### src/rtl/core/ptq_pkg.sv
`timescale 1ns / 1ps
// ptq_pkg: shared types and constants for the priority task queue.
// Used by ptq_entry_ram and priority_task_queue; depends on nothing.

package ptq_pkg;

  localparam int CAPACITY = 16;
  localparam int IDX_W    = $clog2(CAPACITY);
  localparam int CNT_W    = $clog2(CAPACITY + 1);

  typedef enum logic [1:0] {
    CMD_INSERT = 2'd0,
    CMD_POP    = 2'd1,
    CMD_REMOVE = 2'd2,
    CMD_VIEW   = 2'd3
  } cmd_t;

  typedef enum logic [1:0] {
    STAT_OK        = 2'd0,
    STAT_EMPTY     = 2'd1,
    STAT_NOT_FOUND = 2'd2,
    STAT_FULL      = 2'd3
  } status_t;

  typedef enum logic [3:0] {
    S_IDLE,
    S_INS_RD,
    S_INS_WR,
    S_INS_HEAD,
    S_SCN_RD,
    S_SCN_WR,
    S_VIEW_RD,
    S_VIEW_WR,
    S_EMIT
  } state_t;

  typedef struct packed {
    logic [1:0]  command;
    logic [15:0] task_id;
    logic [7:0]  priority_req;
  } in_t;

  typedef struct packed {
    logic [1:0]  status;
    logic [15:0] out_id;
    logic [7:0]  out_priority;
    logic        last;
  } out_t;

  typedef struct packed {
    logic [15:0] id;
    logic [7:0]  prio;
  } entry_t;

endpackage

### src/rtl/core/ptq_entry_ram.sv
`timescale 1ns / 1ps
// ptq_entry_ram: entry store, one write and one registered read per cycle.
// Depends on ptq_pkg for entry_t and the depth.

module ptq_entry_ram
  import ptq_pkg::*;
(
  input  logic             clk,
  input  logic             wr_en,
  input  logic [IDX_W-1:0] wr_addr,
  input  entry_t           wr_data,
  input  logic             rd_en,
  input  logic [IDX_W-1:0] rd_addr,
  output entry_t           rd_data
);

  entry_t mem [CAPACITY];
  entry_t rd_data_r;

  always_ff @(posedge clk) begin
    if (wr_en) begin
      mem[wr_addr] <= wr_data;
    end
  end

  // read data holds until the next read
  always_ff @(posedge clk) begin
    if (rd_en) begin
      rd_data_r <= mem[rd_addr];
    end
  end

  assign rd_data = rd_data_r;

endmodule

### src/rtl/core/priority_task_queue.sv
`timescale 1ns / 1ps
// priority_task_queue: bounded sorted-list priority queue, top level.
// Depends on ptq_pkg and ptq_entry_ram.
//
// Usage:
//   in_* channel carries one command beat (insert, pop, remove by id, view).
//   out_* channel returns result beats; out_data.last marks the final beat
//   of a command. View on a non-empty queue returns one beat per stored
//   entry; everything else returns exactly one beat.
//   Entries live in a single-port-read RAM; a small sequencer walks it one
//   entry at a time (issue read, then compare and write back through the
//   shared compare unit, or emit the entry on a view), shifting entries as it goes.
// Steps (n = stored entries):
//   insert into empty / full, or any command on empty queue: straight to emit.
//   insert: from the tail, move up each entry below the new priority, then
//     write the new entry; a separate head step writes it when all n move.
//   pop / remove: read and compare each entry, shifting later ones down.
//   view: read and emit each entry in turn, pausing while the receiver stalls.
//   A new command is taken only in idle; the result register lets the
//   block take it while the last beat of the previous one still waits.
// Reset: queue empties, no result pending; RAM contents are not cleared.
// Stall: out_stall holds the result register; a view walk pauses, and other
//   commands wait in the emit step, until the pending beat is taken.

module priority_task_queue
  import ptq_pkg::*;
(
  input  logic clk,
  input  logic rst_n,
  input  logic in_valid,
  output logic in_stall,
  input  in_t  in_data,
  output logic out_valid,
  input  logic out_stall,
  output out_t out_data
);

  state_t           state_r, state_nxt;
  logic [CNT_W-1:0] count_r, count_nxt;
  logic [IDX_W-1:0] idx_r, idx_nxt;
  cmd_t             cmd_r, cmd_nxt;
  logic [15:0]      id_r, id_nxt;
  logic [7:0]       prio_r, prio_nxt;
  logic             found_r, found_nxt;
  entry_t           hit_r, hit_nxt;
  out_t             res_r, res_nxt;
  logic             out_valid_r, out_valid_nxt;
  out_t             out_data_r, out_data_nxt;

  logic             ram_wr_en, ram_rd_en;
  logic [IDX_W-1:0] ram_wr_addr, ram_rd_addr;
  entry_t           ram_wr_data, ram_rd_data;

  logic   in_fire, out_free, out_load, cmp_hit, scan_last, is_full, is_empty;
  cmd_t   in_cmd;
  out_t   out_load_data;
  entry_t new_entry;

  ptq_entry_ram u_ram (
    .clk     (clk),
    .wr_en   (ram_wr_en),
    .wr_addr (ram_wr_addr),
    .wr_data (ram_wr_data),
    .rd_en   (ram_rd_en),
    .rd_addr (ram_rd_addr),
    .rd_data (ram_rd_data)
  );

  assign in_stall  = (state_r != S_IDLE);
  assign in_fire   = in_valid && !in_stall;
  assign in_cmd    = cmd_t'(in_data.command);
  assign out_free  = !out_valid_r || !out_stall;
  assign is_full   = (count_r == CNT_W'(CAPACITY));
  assign is_empty  = (count_r == '0);
  assign scan_last = ((CNT_W'(idx_r) + CNT_W'(1)) == count_r);
  assign new_entry = '{id: id_r, prio: prio_r};

  // shared compare unit: priority order on insert, id match on scan (pop hits the head)
  always_comb begin
    if (state_r == S_INS_WR) begin
      cmp_hit = (ram_rd_data.prio >= prio_r);
    end else begin
      cmp_hit = (cmd_r == CMD_POP) || (ram_rd_data.id == id_r);
    end
  end

  // next state
  always_comb begin
    state_nxt = state_r;
    unique case (state_r)
      S_IDLE: begin
        if (in_fire) begin
          if (in_cmd == CMD_INSERT) begin
            state_nxt = (is_full || is_empty) ? S_EMIT : S_INS_RD;
          end else if (is_empty) begin
            state_nxt = S_EMIT;
          end else if (in_cmd == CMD_VIEW) begin
            state_nxt = S_VIEW_RD;
          end else begin
            state_nxt = S_SCN_RD;
          end
        end
      end
      S_INS_RD: state_nxt = S_INS_WR;
      S_INS_WR: begin
        if (cmp_hit) begin
          state_nxt = S_EMIT;
        end else if (idx_r == '0) begin
          state_nxt = S_INS_HEAD;
        end else begin
          state_nxt = S_INS_RD;
        end
      end
      S_INS_HEAD: state_nxt = S_EMIT;
      S_SCN_RD:   state_nxt = S_SCN_WR;
      S_SCN_WR:   state_nxt = scan_last ? S_EMIT : S_SCN_RD;
      S_VIEW_RD:  state_nxt = S_VIEW_WR;
      S_VIEW_WR: begin
        if (out_free) begin
          state_nxt = scan_last ? S_IDLE : S_VIEW_RD;
        end
      end
      S_EMIT: begin
        if (out_free) begin
          state_nxt = S_IDLE;
        end
      end
      default: state_nxt = S_IDLE;
    endcase
  end

  // datapath and RAM control
  always_comb begin
    idx_nxt       = idx_r;
    count_nxt     = count_r;
    cmd_nxt       = cmd_r;
    id_nxt        = id_r;
    prio_nxt      = prio_r;
    found_nxt     = found_r;
    hit_nxt       = hit_r;
    res_nxt       = res_r;
    ram_wr_en     = 1'b0;
    ram_wr_addr   = idx_r;
    ram_wr_data   = new_entry;
    ram_rd_en     = 1'b0;
    ram_rd_addr   = idx_r;
    out_load      = 1'b0;
    out_load_data = res_r;
    unique case (state_r)
      S_IDLE: begin
        if (in_fire) begin
          cmd_nxt   = in_cmd;
          id_nxt    = in_data.task_id;
          prio_nxt  = in_data.priority_req;
          idx_nxt   = '0;
          found_nxt = 1'b0;
          res_nxt   = '{status: STAT_OK, out_id: '0, out_priority: '0, last: 1'b1};
          if (in_cmd == CMD_INSERT) begin
            if (is_full) begin
              res_nxt.status = STAT_FULL;
            end else if (is_empty) begin
              ram_wr_en   = 1'b1;
              ram_wr_addr = '0;
              ram_wr_data = '{id: in_data.task_id, prio: in_data.priority_req};
              count_nxt   = count_r + CNT_W'(1);
            end else begin
              idx_nxt = IDX_W'(count_r - CNT_W'(1));
            end
          end else if (is_empty) begin
            res_nxt.status = STAT_EMPTY;
          end
        end
      end
      S_INS_RD, S_SCN_RD, S_VIEW_RD: begin
        ram_rd_en = 1'b1;
      end
      S_INS_WR: begin
        // walk from the tail; entries below the new priority move up one
        ram_wr_en   = 1'b1;
        ram_wr_addr = idx_r + IDX_W'(1);
        if (cmp_hit) begin
          count_nxt = count_r + CNT_W'(1);
        end else begin
          ram_wr_data = ram_rd_data;
          idx_nxt     = idx_r - IDX_W'(1);
        end
      end
      S_INS_HEAD: begin
        ram_wr_en   = 1'b1;
        ram_wr_addr = '0;
        count_nxt   = count_r + CNT_W'(1);
      end
      S_SCN_WR: begin
        // after the hit, every later entry moves down one
        if (found_r) begin
          ram_wr_en   = 1'b1;
          ram_wr_addr = idx_r - IDX_W'(1);
          ram_wr_data = ram_rd_data;
        end else if (cmp_hit) begin
          found_nxt = 1'b1;
          hit_nxt   = ram_rd_data;
        end
        if (scan_last) begin
          if (found_r || cmp_hit) begin
            count_nxt           = count_r - CNT_W'(1);
            res_nxt.status      = STAT_OK;
            res_nxt.out_id      = found_r ? hit_r.id : ram_rd_data.id;
            res_nxt.out_priority = found_r ? hit_r.prio : ram_rd_data.prio;
          end else begin
            res_nxt.status = STAT_NOT_FOUND;
          end
        end else begin
          idx_nxt = idx_r + IDX_W'(1);
        end
      end
      S_VIEW_WR: begin
        if (out_free) begin
          out_load      = 1'b1;
          out_load_data = '{status: STAT_OK, out_id: ram_rd_data.id,
                            out_priority: ram_rd_data.prio, last: scan_last};
          idx_nxt       = idx_r + IDX_W'(1);
        end
      end
      S_EMIT: begin
        if (out_free) begin
          out_load = 1'b1;
        end
      end
      default: ;
    endcase
  end

  // result register
  always_comb begin
    out_valid_nxt = out_valid_r && out_stall;
    out_data_nxt  = out_data_r;
    if (out_load) begin
      out_valid_nxt = 1'b1;
      out_data_nxt  = out_load_data;
    end
  end

  always_ff @(posedge clk) begin
    if (!rst_n) begin
      state_r     <= S_IDLE;
      count_r     <= '0;
      out_valid_r <= 1'b0;
    end else begin
      state_r     <= state_nxt;
      count_r     <= count_nxt;
      out_valid_r <= out_valid_nxt;
    end
  end

  always_ff @(posedge clk) begin
    idx_r      <= idx_nxt;
    cmd_r      <= cmd_nxt;
    id_r       <= id_nxt;
    prio_r     <= prio_nxt;
    found_r    <= found_nxt;
    hit_r      <= hit_nxt;
    res_r      <= res_nxt;
    out_data_r <= out_data_nxt;
  end

  assign out_valid = out_valid_r;
  assign out_data  = out_data_r;

  // checks
  a_count_bound: assert property (@(posedge clk) disable iff (!rst_n)
    count_r <= CNT_W'(CAPACITY))
    else $error("entry count above capacity");

  a_count_step: assert property (@(posedge clk) disable iff (!rst_n)
    (count_r != $past(count_r)) |->
      (count_r == $past(count_r) + CNT_W'(1) || count_r + CNT_W'(1) == $past(count_r)))
    else $error("entry count moved by more than one");

  a_shift_room: assert property (@(posedge clk) disable iff (!rst_n)
    (state_r == S_INS_WR || state_r == S_INS_HEAD) |-> !is_full)
    else $error("insert walk on a full queue");

  a_scan_hit_idx: assert property (@(posedge clk) disable iff (!rst_n)
    (state_r == S_SCN_WR && found_r) |-> (idx_r != '0))
    else $error("shift-down below head");

  a_view_nonempty: assert property (@(posedge clk) disable iff (!rst_n)
    (state_r == S_VIEW_WR || state_r == S_SCN_WR) |-> !is_empty)
    else $error("walk over an empty queue");

endmodule
### config.mk
export PLATFORM = sky130hd
export DESIGN_NAME = priority_task_queue
export DESIGN_NICKNAME = d
export VERILOG_FILES = /design/src/rtl/core/ptq_pkg.sv /design/src/rtl/core/ptq_entry_ram.sv /design/src/rtl/core/priority_task_queue.sv
export SDC_FILE = /design/constraint.sdc
export NUM_CORES = 1
export LEC_CHECK = 0
export CORE_MARGIN = 4
export CORE_UTILIZATION = 60
export DETAILED_ROUTE_END_ITERATION = 7
export DONT_BUFFER_PORTS = 1
export PLACE_DENSITY = 0.82
export SKIP_LAST_GASP = 1
export SYNTH_ARGS = -nofsm -noshare
export SYNTH_HDL_FRONTEND = slang
export SYNTH_SLANG_ARGS = --single-unit
### constraint.sdc
create_clock -name clk -period 5.8 [get_ports clk]
set_clock_uncertainty 0.2 [all_clocks]
set_input_delay 1.16 -clock clk [delete_from_list [all_inputs] [get_ports clk]]
set_output_delay 1.16 -clock clk [all_outputs]
set_load 0.02 [all_outputs]
* Yosys cells after proc, flatten, opt, wreduce, memory -nomap -nowiden
Memory sizes are Yosys's and may differ from the RTL's. A register that Yosys moved wholly into a read port is not among the register bits.
Index checks and enable logic that the tools add are counted.
Widths: inputs -> output; s select.
** Cells by class
- $add $sub $neg :: 5
- Reductions and logical operators :: 29
- Equal/unequal tests :: 24
- $lt $le $gt $ge :: 1
- Bitwise gates (word level) :: 1
- Multiplexer cells :: 70
** Operator list (count)
- $mux 24 :: 7
- $mux 27 :: 3
- $mux 4 :: 20
- $pmux 24 s3 :: 1
- $pmux 26 s2 :: 1
- $pmux 4 s9 :: 1
- $mux 5 :: 7
- $pmux 4 s4 :: 2
- $mux 26 :: 1
- $ne 2x2->1 const B :: 11
- $pmux 5 s4 :: 1
- $eq 16x16->1 :: 1
- $eq 4x3->1 const B :: 4
- $mux 1 :: 16
- $mux 16 :: 1
- $reduce_bool 4->1 :: 3
- $mux 2 :: 5
- $reduce_and 3->1 :: 3
- $eq 4x2->1 const B :: 2
- $ge 8x8->1 :: 1
- $logic_not 4->1 :: 2
- $mux 8 :: 1
- $reduce_and 8->1 :: 1
- $reduce_and 2->1 :: 3
- other kinds (25) :: 32
** Storage, ports and cells
- Bits in registers :: 118
- Memory bits (writable) :: 384
- Output and inout bits :: 29
- Memories :: 1
** Memories
- u_ram.mem :: depth 16, width 24, rd ports 1, clocked after Yosys merged registers in 1, wr ports 1, line ptq_entry_ram.sv:17 : entry_t mem [CAPACITY];

* Logic depth before layout (Yosys ltp)
- Word-level depth :: 8
- Mapped depth :: 11
- Gate-level depth less buffers :: 8

* By module
Synthesis repeated with hierarchy kept, for this count alone.
** Unflattened totals
- Cell total of the unflattened synthesis :: 1138
- Area total of the unflattened synthesis :: 21390.5 µm²
** Modules (own cells, without submodules)
- ptq_entry_ram :: area each 15170.8 µm², seq. area each 12251.8 µm², times used 1, cells each 636
- priority_task_queue :: area each 6219.7 µm², seq. area each 3443.3 µm², times used 1, cells each 502

* Least setup slack after synthesis
OpenSTA, ideal clock, no wires.
- Path type :: register to register
- Start :: register idx_r[0]
- End :: register res_r[10] in the netlist's numbering, enable pin
- Data arrival time :: 4.010 ns
- Library setup time :: 0.438 ns
- Stages on the path, launching flop included :: 11
- Path slack :: 1.151 ns
- Period minus slack after synthesis :: 4.649 ns
- Path through :: edfxtp_1 -> buf_2 -> buf_2 -> clkbuf_1 -> inv_1 -> ha_1 -> xor2_1 -> a211oi_2 -> o211ai_2 -> or2_2 -> o21ai_0
** On the way
- Cells in the longest elaborated chain, start to end :: 4
** RTL lines
- start, declared :: line priority_task_queue.sv:40 : logic [IDX_W-1:0] idx_r, idx_nxt;
- start signal, assigned :: line priority_task_queue.sv:256 : idx_r <= idx_nxt;
- $add 4x1->5 :: line priority_task_queue.sv:75 : assign scan_last = ((CNT_W'(idx_r) + CNT_W'(1)) == count_r);
- $eq 5x5->1 :: line priority_task_queue.sv:75
- $ne 2x2->1 (no line)
- $reduce_and 4->1 (no line)
- end signal, assigned :: line priority_task_queue.sv:262 : res_r <= res_nxt;
- end, declared :: line priority_task_queue.sv:46 : out_t res_r, res_nxt;
Every way passes these cells.
A chain may end at the register's enable or synchronous reset.

* Worst setup path in the final report
- Start :: register state_r[2]
- End :: memory u_ram.mem[15][16] in the netlist's numbering, enable pin
** On the way
- Cells in the longest elaborated chain, start to end :: 7
- Elaborated cells on any way between the ends :: 14
** RTL lines
- start, declared :: line priority_task_queue.sv:38 : state_t state_r, state_nxt;
- start signal, assigned :: line priority_task_queue.sv:249 : state_r <= state_nxt;
- $reduce_bool 4->1 :: line priority_task_queue.sv:69 : assign in_stall = (state_r != S_IDLE);
- $logic_not 1->1 :: line priority_task_queue.sv:70 : assign in_fire = in_valid && !in_stall;
- $logic_and 1x1->1 :: line priority_task_queue.sv:70
- $mux 1 :: line priority_task_queue.sv:151 : if (in_fire) begin
- $pmux 1 s3 :: line priority_task_queue.sv:149 : unique case (state_r)
- $mux 1 :: line ptq_entry_ram.sv:21 : if (wr_en) begin
- $mux 1 (not written as such) :: line ptq_entry_ram.sv:22 : mem[wr_addr] <= wr_data;
- end, declared :: line ptq_entry_ram.sv:17
Parallel ways exist; a longest one is shown, timed or not.

==> results.cfg <==
[outcome]
status = finished, final reports clean

[pwr]
power_density_nw_per_um2 = 495.4
total_power_mw = 11.69
peakVddDrop_v = 0.0004030
power_leakage_nw = 7.575

[cts]
cts_tree = yes
hold_buffers = 0
cts.sink_count = 526
path_clk_slew_ns = 0.06
cts_max_level = 2
post-cts-setup-buffers = 0
cts_max_path_buffers = 3
cts_buffers = 50
clock_tree.root_cell = clkbuf_16
clock_latency_ns = 0.58
post_cts_resized = 0

[timing]
setup-tns-final_ns = 0
fin_crit_sh = 0.7194
slew_headroom = 0.1591
final_max_slew_viol_count = 0
finalSetupViolCount = 0
rsz0062_at_grt = no
fmax_ghz = 0.2397
tightest_slew_ns = 1.261
finalCriticalPeriod_ns = 4.172
finalHoldViolCount = 0

[synth]
synthCells = 1087
yosysWarnings = 0
synth_area_um2 = 21420
synth_cell_types = 79
ys_seq_elements = 526
ys_seq_area_frac = 0.7327
syn_nets = 1131
synth_enable_flop_cells = 516
synth-main-ff-cell = edfxtp_1
ys_async_sr_fraction = 0
avgSynthCellArea_um2 = 19.71

[setup_path]
cp_cell_sequence = nor2b_1 > nand2_1 > o21ai_0 > nand2_1 > nor2_2 > buf_4
end_kind = flip-flop
worstPathMaxFanout = 20
cpMaxStageDelayCell = dfxtp_1
cp_num_buf_inv = 1
worstPathRequired_ns = 5.86
critPathTopFamily = simple AND/OR/NAND/NOR gates
start_kind = flip-flop
critPathMaxStageDelay_ns = 0.82
cp.arrival_ns = 4.24
r2r_slack_ns = 1.63
path_class = flip-flop to flip-flop
path_common_cell = nand2_1

[global_route]
grt_pass1_wl_um = 75530
track_usage = 0.2657
grt_overflow = 0
grt_pass1_vias = 11410
grt_antenna_before_repair = 3
grt_max_degree = 104

[drt]
wirelength_um = 51380
dr.pass1.iters = 6
viasPerCell = 7.084
drt_iter0_drc = 1598
num_vias = 11290
wl_per_cell_um = 32.25
antenna_left = 0
post-route-drc-count = 0

[placement]
gp_congestion = 0.8698
place_hpwl_um = 27440
dp.cells = 1506
io_buffers = 0

[cells_and_area]
nets = 1147
areaGrowthSynthToFinish_pct = 10.16
final_layout_size_suffix_gt1_frac = 0.2487
num_antenna_cells = 0
fin_cells = 1593

[floorplanning]
num_rows = 68
die_w_um = 197.0
dieArea_um2 = 38790
initial_utilization = 0.6141
core_area_um2 = 34880
io_pins = 59
die_h_um = 197.0

[min_path]
holdCritPathClass = flip-flop to flip-flop

[job]
maxCapViolCount = 0
-- sequential cells by signal, indices dropped and copies added (netlist names) --
register / flops
cmd_r: 2
out_valid: 1
id_r: 16
idx_r: 4
state_r: 4
hit_r: 24
res_r: 26
count_r: 5
found_r: 1
out_data: 27
u_ram.mem: 384
u_ram.rd_data: 24
prio_r: 8
-- layout make-up --
| type | count | area, µm² |
|---|---|---|
| clock inverters | 21 | 235.2 |
| inverters | 43 | 161.4 |
| fillers | 2010 | 11290 |
| flip-flops and latches | 526 | 15700 |
| repair buffers | 27 | 265.3 |
| clock buffers | 66 | 1311 |
| multi-input cells | 455 | 5360 |
| well taps | 455 | 569.3 |
-- kinds of logic after synthesis --
| family | count (synthesis) | share of synthesized area |
|---|---|---|
| buf+inv | 106 | 0.02097 |
| flops | 526 | 0.7327 |
| mux | 174 | 0.1528 |
| simple gates | 137 | 0.03399 |
| fa+ha+maj | 14 | 0.008177 |
| xor+xnor | 25 | 0.01057 |
| compound gates | 105 | 0.04083 |
-- cells in the mapped netlist (3+ instances only) --
cell type / n / share of area
nor4_1: 6 / 0.0018
a221oi_1: 3 / 0.0012
nand2b_1: 5 / 0.0015
clkbuf_1: 19 / 0.0033
and2_1: 4 / 0.0012
mux2i_1: 30 / 0.014
nand2_1: 22 / 0.0039
buf_2: 23 / 0.0054
nand4_1: 8 / 0.0023
a41oi_1: 3 / 0.0012
nand3_1: 5 / 0.0012
nor2b_1: 4 / 0.0012
mux4_2: 120 / 0.13
or2_2: 3 / 0.00088
ha_1: 14 / 0.0082
o21ai_0: 8 / 0.0019
a222oi_1: 24 / 0.011
o211ai_1: 6 / 0.0021
edfxtp_1: 516 / 0.72
a21oi_1: 7 / 0.0016
buf_1: 17 / 0.0030
mux2_2: 24 / 0.013
nor2_1: 52 / 0.0091
xnor2_1: 23 / 0.0094
inv_1: 41 / 0.0072
a31oi_1: 8 / 0.0023
dfxtp_1: 10 / 0.0093
o21a_1: 4 / 0.0014
a21o_1: 4 / 0.0014
nor3_1: 7 / 0.0016
-- cells in the final DEF, fill, tap and decap left out, types with 5 or more instances in the layout --
master       n
o21ai_0      7
nand3_1      5
clkbuf_16   50
nand2b_1     5
dfxtp_1     10
edfxtp_1   516
mux4_2     120
nand4_1      8
clkinv_1     7
nor3_1       7
clkinv_2     5
xnor2_1     23
a222oi_1    24
buf_12       5
clkbuf_1    16
ha_1        14
a21oi_1      6
nand2_1     22
inv_1       41
mux2_2      24
nor2_2      18
o211ai_1     6
buf_4       22
nor4_1       5
mux2i_1     30
nor2_1      35
a31oi_1      8
-- per-layer routing --
| metal | vias up | GRT usage | part of all wire | wire (µm) |
|---|---|---|---|---|
| met5 | - | 0 | 0.00066 | 34 |
| met4 | 6 | 0.08423 | 0.034 | 1739 |
| met3 | 125 | 0.06120 | 0.11 | 5818 |
| met2 | 897 | 0.4455 | 0.51 | 26120 |
| met1 | 5752 | 0.3529 | 0.34 | 17660 |
| li1 | 4505 | - | - | - |
-- where the power goes --
part | internal [mW] | switching, mW | leakage [nW]
clock network | 1.77 | 1.38 | 0.749
logic | 1.20 | 1.80 | 2.04
registers | 5.12 | 0.410 | 4.78
total | 8.10 | 3.59 | 7.57
-- path summary, 6_finish.rpt --
path / startpoint / to / cells after the start
worst min register to register: u_ram.rd_data[0]$_DFFE_PP_ / hit_r[0]$_DFFE_PP_ / 0
worst max-delay path: state_r[2]$_SDFFE_PN0P_ / u_ram.mem[15][16]$_DFFE_PP_ / 6
worst max register to register: state_r[2]$_SDFFE_PN0P_ / u_ram.mem[15][16]$_DFFE_PP_ / 6
worst min-delay path: u_ram.rd_data[0]$_DFFE_PP_ / hit_r[0]$_DFFE_PP_ / 0
-- stage by stage --
| stage | hold WS, ns | worst slack [ns] | area (µm²) | util |
|---|---|---|---|---|
| floorplan | 0.2738 | 1.151 | 21420 | - |
| global placement | 0.2966 | 1.568 | 22050 | 0.6321 |
| detailed placement | 0.2953 | 1.496 | 22050 | 0.6321 |
| CTS | 0.3097 | 1.746 | 23600 | 0.6765 |
| global route | 0.3331 | 1.468 | 23600 | 0.6765 |
| finish | 0.3136 | 1.628 | 23600 | 0.6765 |
Note: power is estimated with default switching activity, not from simulation.
